$ cat config.mk
export PLATFORM = sky130hd
export DESIGN_NAME = thermistor_adc_to_celsius
export DESIGN_NICKNAME = d
export VERILOG_FILES = /design/src/sv/ntc_pkg.sv /design/src/sv/thermistor_adc_to_celsius.sv /design/src/sv/ntc_front.sv /design/src/sv/ntc_div.sv /design/src/sv/ntc_back.sv
export SDC_FILE = /design/constraint.sdc
export NUM_CORES = 2
export LEC_CHECK = 0
export BUFFER_PORTS_ARGS = -buffer_cell sky130_fd_sc_hd__buf_2
export CORE_MARGIN = 2
export CORE_UTILIZATION = 64
export DETAILED_ROUTE_END_ITERATION = 10
export GPL_TIMING_DRIVEN = 0
export PLACE_DENSITY = 0.78
export RECOVER_POWER = 25
export SYNTH_ARGS = -nofsm -noshare
export SYNTH_HDL_FRONTEND = slang
export SYNTH_SLANG_ARGS = --single-unit
$ cat constraint.sdc
create_clock -name i_clk -period 24.6 [get_ports i_clk]
set_clock_uncertainty 0.1 [all_clocks]
set_input_delay 0 -clock i_clk [delete_from_list [all_inputs] [get_ports i_clk]]
set_output_delay 0 -clock i_clk [all_outputs]
set_load 0.02 [all_outputs]
$ cat src/sv/ntc_pkg.sv
// Shared types and constants of the thermistor sample to temperature converter.
`default_nettype none
package ntc_pkg;
    localparam int ADC_BITS = 16;
    localparam logic [15:0] FULL_SCALE = 16'((1 << ADC_BITS) - 1);

    localparam int DVD_W  = 49;
    localparam int DSR_W  = 38;
    localparam int STEP_W = 6;

    localparam logic [15:0]        LN2_Q16    = 16'd45426;
    localparam logic signed [38:0] INV_T0_Q32 = 39'sd14405391;
    localparam logic signed [27:0] ZERO_C_Q16 = 28'sd17901404;
    localparam logic [25:0]        TK_MAX     = 26'h3FF_FFFF;

    localparam logic [1:0] REG_BETA     = 2'd0;
    localparam logic [1:0] REG_TEMP_MIN = 2'd1;
    localparam logic [1:0] REG_TEMP_MAX = 2'd2;

    typedef struct packed {
        logic [15:0] raw;
        logic        invalid;
    } t_item;

    typedef struct packed {
        logic              start;
        logic [DVD_W-1:0]  dividend;
        logic [DSR_W-1:0]  divisor;
        logic [STEP_W-1:0] steps;
    } t_div_req;

    typedef struct packed {
        logic signed [7:0] celsius;
        logic [8:0]        kelvin;
        logic              invalid;
    } t_result;

    typedef enum logic [3:0] {
        ST_IDLE,
        ST_DIV1,
        ST_NORM,
        ST_SQ,
        ST_SQR,
        ST_LN,
        ST_DIV2,
        ST_DIV3,
        ST_CLAMP
    } t_state;
endpackage
`default_nettype wire

$ cat src/sv/thermistor_adc_to_celsius.sv
// Top level of the NTC thermistor sample to temperature converter.
//
//  channel   direction  handshake                beat
//  sample    in         push / full              raw_sample
//  result    out        pop / empty              celsius, kelvin, sample_invalid
//  config    in         i_cfg_valid/o_cfg_ready  index, data
//
// A valid sample holds the back end from the idle state through up to three
// runs of the shared one-bit-per-cycle divider, of 32, 37 and 49 steps (the
// last only if the denominator is positive), normalizing, the 16 squarings with
// a multiply and a renormalize state each, log scaling and clamp. An invalid
// sample skips the divider. Two samples queue ahead of the back end and two
// results behind it, so either side may stall without blocking the other.
// Reset is synchronous and restores beta 3950, clamps -40 and 125.
`default_nettype none
module thermistor_adc_to_celsius (
    input  wire logic               i_clk,
    input  wire logic               i_rst_n,
    input  wire logic               push,
    output logic                    full,
    input  wire logic [15:0]        i_raw_sample,
    output logic                    empty,
    input  wire logic               pop,
    output logic signed [7:0]       o_celsius,
    output logic [8:0]              o_kelvin,
    output logic                    o_sample_invalid,
    input  wire logic               i_cfg_valid,
    output logic                    o_cfg_ready,
    input  wire logic [1:0]         i_cfg_index,
    input  wire logic [13:0]        i_cfg_data
);
    import ntc_pkg::*;

    logic [13:0]       r_beta;
    logic signed [7:0] r_temp_min;
    logic signed [7:0] r_temp_max;
    logic              w_item_valid;
    t_item             w_item;
    logic              w_item_pop;
    t_result           w_result;

    assign o_cfg_ready = 1'b1;

    always_ff @(posedge i_clk) begin
        if (!i_rst_n) begin
            r_beta     <= 14'd3950;
            r_temp_min <= -8'sd40;
            r_temp_max <= 8'sd125;
        end else if (i_cfg_valid) begin
            unique case (i_cfg_index)
                REG_BETA:     r_beta     <= i_cfg_data;
                REG_TEMP_MIN: r_temp_min <= i_cfg_data[7:0];
                REG_TEMP_MAX: r_temp_max <= i_cfg_data[7:0];
                default: ;
            endcase
        end
    end

    ntc_front u_front (
        .i_clk        (i_clk),
        .i_rst_n      (i_rst_n),
        .push         (push),
        .full         (full),
        .i_raw_sample (i_raw_sample),
        .o_item_valid (w_item_valid),
        .o_item       (w_item),
        .i_item_pop   (w_item_pop)
    );

    ntc_back u_back (
        .i_clk        (i_clk),
        .i_rst_n      (i_rst_n),
        .i_item_valid (w_item_valid),
        .i_item       (w_item),
        .o_item_pop   (w_item_pop),
        .i_beta       (r_beta),
        .i_temp_min   (r_temp_min),
        .i_temp_max   (r_temp_max),
        .empty        (empty),
        .pop          (pop),
        .o_result     (w_result)
    );

    assign o_celsius        = w_result.celsius;
    assign o_kelvin         = w_result.kelvin;
    assign o_sample_invalid = w_result.invalid;
endmodule
`default_nettype wire

$ cat src/sv/ntc_front.sv
// Front end: accepts samples, flags invalid ones and queues them for the back end.
`default_nettype none
module ntc_front (
    input  wire logic          i_clk,
    input  wire logic          i_rst_n,
    input  wire logic          push,
    output logic               full,
    input  wire logic [15:0]   i_raw_sample,
    output logic               o_item_valid,
    output ntc_pkg::t_item     o_item,
    input  wire logic          i_item_pop
);
    import ntc_pkg::*;

    t_item      r_q [2];
    logic [1:0] r_cnt;
    logic       r_rd;
    logic       r_wr;
    logic       w_push;
    logic       w_pop;
    t_item      w_new;

    assign full         = (r_cnt == 2'd2);
    assign o_item_valid = (r_cnt != 2'd0);
    assign o_item       = r_q[r_rd];
    assign w_push       = push && !full;
    assign w_pop        = i_item_pop && o_item_valid;

    always_comb begin
        w_new.raw     = i_raw_sample;
        w_new.invalid = (i_raw_sample == 16'd0) || (i_raw_sample >= FULL_SCALE);
    end

    always_ff @(posedge i_clk) begin
        if (!i_rst_n) begin
            r_cnt <= 2'd0;
            r_rd  <= 1'b0;
            r_wr  <= 1'b0;
        end else begin
            if (w_push) r_wr <= ~r_wr;
            if (w_pop) r_rd <= ~r_rd;
            r_cnt <= r_cnt + 2'(w_push) - 2'(w_pop);
        end
    end

    always_ff @(posedge i_clk) begin
        if (w_push) r_q[r_wr] <= w_new;
    end
endmodule
`default_nettype wire

$ cat src/sv/ntc_div.sv
// Restoring divider, one quotient bit per cycle, dividend given left aligned.
`default_nettype none
module ntc_div (
    input  wire logic                        i_clk,
    input  wire logic                        i_rst_n,
    input  wire ntc_pkg::t_div_req           i_req,
    output logic                             o_done,
    output logic [ntc_pkg::DVD_W-1:0]        o_quotient
);
    import ntc_pkg::*;

    logic              r_busy;
    logic              r_done;
    logic [STEP_W-1:0] r_cnt;
    logic [DVD_W-1:0]  r_acc;
    logic [DSR_W-1:0]  r_rem;
    logic [DSR_W-1:0]  r_dsr;
    logic [DSR_W:0]    w_sh;
    logic              w_ge;
    logic [DSR_W:0]    w_diff;

    assign w_sh       = {r_rem, r_acc[DVD_W-1]};
    assign w_ge       = (w_sh >= {1'b0, r_dsr});
    assign w_diff     = w_sh - {1'b0, r_dsr};
    assign o_done     = r_done;
    assign o_quotient = r_acc;

    always_ff @(posedge i_clk) begin
        if (!i_rst_n) begin
            r_busy <= 1'b0;
            r_done <= 1'b0;
        end else begin
            r_done <= 1'b0;
            if (i_req.start) begin
                r_busy <= 1'b1;
            end else if (r_busy && r_cnt == STEP_W'(1)) begin
                r_busy <= 1'b0;
                r_done <= 1'b1;
            end
        end
    end

    always_ff @(posedge i_clk) begin
        if (i_req.start) begin
            r_acc <= i_req.dividend;
            r_rem <= '0;
            r_dsr <= i_req.divisor;
            r_cnt <= i_req.steps;
        end else if (r_busy) begin
            r_acc <= {r_acc[DVD_W-2:0], w_ge};
            r_rem <= w_ge ? w_diff[DSR_W-1:0] : w_sh[DSR_W-1:0];
            r_cnt <= r_cnt - STEP_W'(1);
        end
    end
endmodule
`default_nettype wire

$ cat src/sv/ntc_back.sv
// Back end: ratio, log, beta equation, clamp, and the result queue.
`default_nettype none
module ntc_back (
    input  wire logic                  i_clk,
    input  wire logic                  i_rst_n,
    input  wire logic                  i_item_valid,
    input  wire ntc_pkg::t_item        i_item,
    output logic                       o_item_pop,
    input  wire logic [13:0]           i_beta,
    input  wire logic signed [7:0]     i_temp_min,
    input  wire logic signed [7:0]     i_temp_max,
    output logic                       empty,
    input  wire logic                  pop,
    output ntc_pkg::t_result           o_result
);
    import ntc_pkg::*;

    t_state      r_state;
    t_state      n_state;
    logic [31:0] r_m;
    logic [4:0]  r_p;
    logic [15:0] r_frac;
    logic [3:0]  r_bit;
    logic [61:0] r_prod;
    logic        r_neg;
    logic [25:0] r_tk;

    t_result     r_of [2];
    logic [1:0]  r_ocnt;
    logic        r_ord;
    logic        r_owr;

    t_div_req           w_req;
    logic               w_done;
    logic [DVD_W-1:0]   w_q;
    logic               w_wr;
    t_result            w_res;
    logic               w_start_ok;

    logic [15:0]        w_diff;
    logic signed [21:0] w_l2;
    logic               w_neg;
    logic [21:0]        w_mag;
    logic [36:0]        w_lnprod;
    logic [20:0]        w_lnmag;
    logic [13:0]        w_b;
    logic signed [38:0] w_d;
    logic [31:0]        w_t;
    logic signed [27:0] w_c;
    logic signed [27:0] w_lo;
    logic signed [27:0] w_hi;
    logic signed [11:0] w_trunc;
    logic signed [7:0]  w_cel;

    ntc_div u_div (
        .i_clk      (i_clk),
        .i_rst_n    (i_rst_n),
        .i_req      (w_req),
        .o_done     (w_done),
        .o_quotient (w_q)
    );

    // Datapath values shared by the next-state and output logic.
    always_comb begin
        w_start_ok = i_item_valid && (r_ocnt != 2'd2);
        w_diff     = FULL_SCALE - i_item.raw;
        w_l2       = {6'({1'b0, r_p}) - 6'd16, r_frac};
        w_neg      = !r_p[4];
        w_mag      = w_neg ? 22'(-w_l2) : 22'(w_l2);
        w_lnprod   = 37'(w_mag[20:0]) * 37'(LN2_Q16) + 37'd32768;
        w_lnmag    = w_lnprod[36:16];
        w_b        = (i_beta == 14'd0) ? 14'd1 : i_beta;
        w_d        = r_neg ? INV_T0_Q32 - 39'(signed'({2'b0, w_q[36:0]}))
                           : INV_T0_Q32 + 39'(signed'({2'b0, w_q[36:0]}));
        w_t        = r_prod[61:30];
        w_c        = 28'(signed'({2'b0, r_tk})) - ZERO_C_Q16;
        w_lo       = 28'(i_temp_min) <<< 16;
        w_hi       = 28'(i_temp_max) <<< 16;
        w_trunc    = w_c[27:16] + 12'((w_c < 0) && (w_c[15:0] != 16'd0));
        if (w_c < w_lo) begin
            w_cel = i_temp_min;
        end else if (w_c > w_hi) begin
            w_cel = i_temp_max;
        end else begin
            w_cel = w_trunc[7:0];
        end
    end

    always_comb begin
        n_state = r_state;
        unique case (r_state)
            ST_IDLE: begin
                if (w_start_ok && !i_item.invalid) n_state = ST_DIV1;
            end
            ST_DIV1: begin
                if (w_done) n_state = ST_NORM;
            end
            ST_NORM: begin
                if (r_m[31]) n_state = ST_SQ;
            end
            ST_SQ: n_state = ST_SQR;
            ST_SQR: begin
                n_state = (r_bit == 4'd15) ? ST_LN : ST_SQ;
            end
            ST_LN: n_state = ST_DIV2;
            ST_DIV2: begin
                if (w_done) n_state = (w_d <= 0) ? ST_CLAMP : ST_DIV3;
            end
            ST_DIV3: begin
                if (w_done) n_state = ST_CLAMP;
            end
            ST_CLAMP: n_state = ST_IDLE;
            default: n_state = ST_IDLE;
        endcase
    end

    always_comb begin
        w_req       = '0;
        o_item_pop  = 1'b0;
        w_wr        = 1'b0;
        w_res.celsius = w_cel;
        w_res.invalid = 1'b0;
        unique case (r_state)
            ST_IDLE: begin
                o_item_pop = w_start_ok;
                if (w_start_ok) begin
                    if (i_item.invalid) begin
                        w_wr          = 1'b1;
                        w_res.celsius = i_temp_min;
                        w_res.invalid = 1'b1;
                    end else begin
                        w_req.start    = 1'b1;
                        w_req.dividend = {w_diff, 33'd0};
                        w_req.divisor  = DSR_W'(i_item.raw);
                        w_req.steps    = STEP_W'(32);
                    end
                end
            end
            ST_LN: begin
                w_req.start    = 1'b1;
                w_req.dividend = {w_lnmag, 28'd0};
                w_req.divisor  = DSR_W'(w_b);
                w_req.steps    = STEP_W'(37);
            end
            ST_DIV2: begin
                if (w_done && w_d > 0) begin
                    w_req.start    = 1'b1;
                    w_req.dividend = DVD_W'(1) << 48;
                    w_req.divisor  = w_d[DSR_W-1:0];
                    w_req.steps    = STEP_W'(49);
                end
            end
            ST_CLAMP: w_wr = 1'b1;
            default: ;
        endcase
        w_res.kelvin = 9'(signed'(w_res.celsius)) + 9'd273;
    end

    always_ff @(posedge i_clk) begin
        if (!i_rst_n) begin
            r_state <= ST_IDLE;
        end else begin
            r_state <= n_state;
        end
    end

    always_ff @(posedge i_clk) begin
        unique case (r_state)
            ST_DIV1: begin
                if (w_done) begin
                    r_m <= w_q[31:0];
                    r_p <= 5'd31;
                end
            end
            ST_NORM: begin
                // Top bit found: the mantissa is the normalized ratio moved down to Q1.30.
                if (r_m[31]) begin
                    r_m    <= r_m >> 1;
                    r_frac <= 16'd0;
                    r_bit  <= 4'd0;
                end else begin
                    r_m <= r_m << 1;
                    r_p <= r_p - 5'd1;
                end
            end
            ST_SQ: r_prod <= 62'(r_m[30:0]) * 62'(r_m[30:0]);
            ST_SQR: begin
                r_m    <= w_t[31] ? (w_t >> 1) : w_t;
                r_frac <= {r_frac[14:0], w_t[31]};
                r_bit  <= r_bit + 4'd1;
            end
            ST_LN: r_neg <= w_neg;
            ST_DIV2: begin
                if (w_done && w_d <= 0) r_tk <= TK_MAX;
            end
            ST_DIV3: begin
                if (w_done) begin
                    r_tk <= (w_q > DVD_W'(TK_MAX)) ? TK_MAX : w_q[25:0];
                end
            end
            default: ;
        endcase
    end

    // Two-entry result queue.
    assign empty    = (r_ocnt == 2'd0);
    assign o_result = r_of[r_ord];

    always_ff @(posedge i_clk) begin
        if (!i_rst_n) begin
            r_ocnt <= 2'd0;
            r_ord  <= 1'b0;
            r_owr  <= 1'b0;
        end else begin
            if (w_wr) r_owr <= ~r_owr;
            if (pop && !empty) r_ord <= ~r_ord;
            r_ocnt <= r_ocnt + 2'(w_wr) - 2'(pop && !empty);
        end
    end

    always_ff @(posedge i_clk) begin
        if (w_wr) r_of[r_owr] <= w_res;
    end
endmodule
`default_nettype wire
### Word-level counts from Yosys, hierarchy flattened

Memories as Yosys holds them, arrays and structs flattened. A register that Yosys moved wholly into a read port is not among the register bits.
Index checks and enable logic that the tools add are counted.

| word-level totals | value |
|---|---|
| flip-flop bits (word level) | 321 |
| bits in writable memories | 70 |
| output and inout bits | 21 |
| memories | 2 |

Memories:

| name | depth | bits a word | read ports | clocked after Yosys merged registers in | write ports | line | text |
|---|---|---|---|---|---|---|---|
| u_back.r_of | 2 | 18 | 1 | 1 | 1 | ntc_back.sv:28 | `t_result r_of [2];` |
| u_front.r_q | 2 | 17 | 1 | 1 | 1 | ntc_front.sv:15 | `t_item r_q [2];` |

| operators by class | value |
|---|---|
| add/sub/neg operators | 17 |
| $mul | 2 |
| magnitude comparators | 8 |
| equality and inequality tests | 21 |
| multiplexer cells | 56 |
| bitwise operators | 5 |
| reductions and logical operators | 36 |

Operator list:

| cell | number |
|---|---|
| $mux W94 | 3 |
| $pmux W94 S3 | 1 |
| $mux W49 | 2 |
| $pmux W32 S3 | 1 |
| $mux W26 | 3 |
| $mux W32 | 2 |
| $mul A31 B31 Y62 | 1 |
| $pmux W26 S2 | 1 |
| $gt A49 B26 Y1 const B | 1 |
| $mux W8 | 5 |
| $ge A39 B38 Y1 | 1 |
| $gt A39 B1 Y1 const B | 1 |
| $le A39 B1 Y1 const B | 1 |
| $mux W39 | 1 |
| $add A24 B37 Y38 const A | 1 |
| $mux W38 | 1 |
| $sub A24 B37 Y38 const A | 1 |
| $sub A38 B38 Y38 | 1 |
| $add A37 B16 Y37 const B | 1 |
| $mul A21 B15 Y36 const B | 1 |
| $pmux W16 S2 | 1 |
| $pmux W4 S8 | 1 |
| $mux W31 | 1 |
| $mux W4 | 7 |
| other kinds (49) | 105 |

### Longest topological paths before layout

| logic depth | value |
|---|---|
| depth after elaboration | 10 |
| gate-level depth with buffers | 31 |
| depth with buffers taken out | 31 |

### Hierarchy

A second synthesis with hierarchy kept.

| unflattened totals | value |
|---|---|
| cells, all modules | 5464 |
| area, all modules | 53508.8 sq um |

Modules (own cells, without submodules):

| module | times used | cells each | area an instance (sq um) | seq. area each (sq um) |
|---|---|---|---|---|
| ntc_back | 1 | 4515 | 43040.0 | 4744.6 |
| ntc_div | 1 | 732 | 7642.3 | 3593.4 |
| ntc_front | 1 | 90 | 1535.2 | 1121.1 |
| thermistor_adc_to_celsius | 1 | 127 | 1291.2 | 600.6 |

### Worst setup path before layout

OpenSTA, ideal clock, no wires.

| path | value |
|---|---|
| path kind | flip-flop to flip-flop |
| start | register u_back.r_m[23] |
| end | register u_back.r_prod[61] (data pin) |
| library setup time | 0.260 ns |
| data arrival time | 7.951 ns |
| data required time | 24.240 ns |
| path slack | 16.290 ns |
| cell stages (with the launch flop) | 30 |
| path buffers | 2 |
| cell sequence | edfxtp_1 -> clkbuf_1 -> clkbuf_1 -> nand2_1 -> inv_1 -> fa_1 -> fa_1 -> inv_1 -> fa_1 -> inv_1 -> fa_1 -> inv_1 -> fa_1 -> fa_1 -> inv_1 -> fa_1 -> fa_1 -> ha_1 -> a21o_1 -> a21o_1 -> a21oi_1 -> o31ai_1 -> o2bb2ai_1 -> o211ai_1 -> a21oi_1 -> a21oi_1 -> or4_1 -> a31o_2 -> a21oi_1 -> xnor2_1 |

| between the ends | value |
|---|---|
| word-level cells in the longest chain between the ends | 1 |

RTL lines:

| what | line | text |
|---|---|---|
| start, declared | ntc_back.sv:20 | `logic [31:0] r_m;` |
| start signal, assigned | ntc_back.sv:171 | `r_m <= w_q[31:0];` |
| start signal, assigned | ntc_back.sv:178 | `r_m <= r_m >> 1;` |
| start signal, assigned | ntc_back.sv:182 | `r_m <= r_m << 1;` |
| $mul A31 B31 Y62 | ntc_back.sv:186 | `ST_SQ: r_prod <= 62'(r_m[30:0]) * 62'(r_m[30:0]);` |
| end signal, assigned | ntc_back.sv:186 |  |
| end, declared | ntc_back.sv:24 | `logic [61:0] r_prod;` |

Every way passes these cells.
A chain may end at the register's enable or synchronous reset.

### Worst setup path in the final report

| path | value |
|---|---|
| start | register u_back.r_m[17] |
| end | register u_back.r_prod[61] (data pin) |

Same word-level chain as after synthesis.

==> results.toml <==
[setup_path]
cp-end-kind = "register"
critPathLaunchType = "register"
crit_top_cell = "fa_1"
cp_max_fo = 10
slowest_stage = "clkbuf_1"
crit_type = "register to register"
crit_required_ps = 24790
cp.arrival_ps = 11850
cpPeakStageDelay_ps = 940

[placed_design]
dp_worst_setup_slack_ps = 13220
port_buffers = 56
dp_hpwl_mm = 115
routabilityCongestion = 1.01

[synthesis]
ys_async_sr_fraction = 0
synth.net_count = 6692
synth_ff_type = "edfxtp_1"
synth_edf_count = 279
synth-seq-area-share = 0.193
netlist_area_um2 = 52100
yosysUniqueCellTypes = 108
yosysWarnings = 0
syn_inst = 5338
synth-seq-cells = 363
syn_avg_cell_area_um2 = 9.76

[clock_tree]
worstSkewPairLatency_ps = 550
clkSinkCount = 363
post_cts_resized = 0
cts_tree = "built"
ctsLongestPathBuffers = 3
h-tree-depth = 2
root_buffer = "clkbuf_16"
clk_pin_slew_ps = 70
cts_hold_buffers = 52
post_cts_buffers = 0
numCtsBuffers = 37

[status]
outcome = "complete, but fails checks"
violations = "capacitance limit, slew limit"

[timing]
fmaxAchievable_mhz = 85.8
worst_pin_slew_ps = 2050
finalSetupViolCount = 0
slew_headroom = -0.364
hold_viol = 0
worst_slack_ps = 12940
rsz0062_at_grt = "false"
period_minus_slack_ps = 11660
finalSetupTns_ps = 0
slew_viol_final = 44
min_period_over_period = 0.474
holdWs_ps = 183

[final_layout]
final_cell_mix = "1050 x inv_1, 820 x fa_1, 497 x ha_1"
final_core_util = 0.688
areaGrowthSynthToFinish_pct = 6.39
nNetsFinal = 6842
drive_above_1_share = 0.0401
final_common_cell = "inv_1"
fillers = 6316

[min_path]
hp-class = "input pin to register"

[drt]
drtIter0Drc = 3970
via_per_inst = 5.95
num_vias = 39200
first_pass_iters = 8
totalWireLength_mm = 144
drc = 0
wl_per_cell_um = 21.9
antenna_left = 0

[grt]
grt_pass1_wl_mm = 226
grt_pass1_vias = 40700
gr-total-overflow = 0
grt_max_degree = 48
grtUsageTotal = 0.355
antenna_found_initial = 5

[floorplan]
start_util = 0.647
coreArea_um2 = 80500
die_y_um = 289
top_level_ports = 58
rows = 104
die-area_um2 = 83700
die_x_um = 289

[job]
cap_violations = 2
final timing paths:
check | start | to | slack, ps | cells after the start
worst min-delay path | i_raw_sample[6] | u_front.r_q[0][7]$_DFFE_PP_ | 180 | 2
worst max register to register | u_back.r_m[17]$_DFFE_PP_ | u_back.r_prod[61]$_DFFE_PP_ | 12940 | 29
worst max-delay path | u_back.r_m[17]$_DFFE_PP_ | u_back.r_prod[61]$_DFFE_PP_ | 12940 | 29
worst min register to register | r_beta[13]$_SDFFE_PN0P_ | r_beta[13]$_SDFFE_PN0P_ | 380 | 2
critical path, delay by kind of cell (launching register included):
family | cells | cell delay [ps]
and+or+nand+nor | 3 | 1160
AOI/OAI and AO/OA | 9 | 2890
adders and majority gates | 9 | 4470
DFF | 1 | 550
buffers and inverters | 7 | 2100
xor gates and xnor gates | 1 | 90
flip-flops by register name, summed over array words and instances, names as in the netlist, 2 cells and up, named ones only:
name,flops
u_back.r_p,5
r_beta,14
u_back.u_div.r_rem,38
u_back.r_bit,4
u_back.r_of,36
u_back.r_m,32
u_back.r_tk,26
u_back.r_ocnt,2
u_back.u_div.o_quotient,49
u_back.r_state,4
u_front.r_q,34
r_temp_max,8
u_back.r_prod,32
r_temp_min,8
u_back.u_div.r_dsr,38
u_back.u_div.r_cnt,6
u_back.r_frac,16
u_front.r_cnt,2
through the flow:
step                      instance area [um^2]  std cells
after global placement                   53700       6454
final                                    55400       6578
after CTS                                55500       6577
after global routing                     55400       6577
after floorplan                          52100       5338
after detailed placement                 53800       6457
final cells by class:
cell class / count / area, um^2 / area share
Antenna cell: 1 / 2.50 / 0.0000451
Buffer: 220 / 882 / 0.0159
Clock buffer: 42 / 945 / 0.0170
Clock inverter: 26 / 228 / 0.00411
Inverter: 1061 / 3990 / 0.0719
Multi-Input combinational cell: 3694 / 37200 / 0.671
Sequential cell: 363 / 10100 / 0.181
Tap cell: 1060 / 1330 / 0.0239
Timing Repair Buffer: 111 / 806 / 0.0145
logic make-up after synthesis:
logic type / synth area share
AO/OA/AOI/OAI: 0.0877
multiplexers: 0.0241
AND/OR/NAND/NOR: 0.128
other: 0.0000720
XOR/XNOR: 0.0392
flip-flops: 0.193
buffers and inverters: 0.0935
adder cells (fa/ha/maj): 0.434
cell usage after synthesis (all sizes together) (9+ instances only):
cell type,number,share of area
mux2,28,0.0061
a221o,19,0.0037
mux2i,94,0.018
nand4,43,0.0053
a31oi,23,0.0028
edfxtp,279,0.16
fa,820,0.32
xor2,72,0.012
and3,43,0.0052
or2,28,0.0034
a211oi,44,0.0065
dfxtp,84,0.032
a21o,80,0.012
o22ai,12,0.0014
o21ai,131,0.013
nand3,70,0.0069
o21bai,15,0.0022
o31ai,12,0.0018
clkbuf,182,0.013
nor3,53,0.0054
ha,497,0.12
nand2,457,0.033
o41ai,9,0.0017
nand2b,28,0.0034
nor2b,43,0.0052
a21boi,9,0.0014
nor3b,11,0.0017
or4,10,0.0014
and2,229,0.028
o221ai,43,0.0072
nor4,24,0.0033
inv,1054,0.076
xnor2,161,0.027
o211ai,23,0.0033
a21oi,165,0.016
nor2,264,0.019
buf,37,0.0035
or3,14,0.0018
o21a,14,0.0020
per-layer routing:
layer	track usage	up-vias	wire length, um
met1	0.492	19300	58000
li1	-	17500	-
met4	0.134	2	6150
met2	0.554	1950	65100
met5	0	-	18
met3	0.0737	416	15000
Power is left out: the tool's default activity adds up to more than one toggle a clock period on the data nets, which glitch-free logic cannot reach.
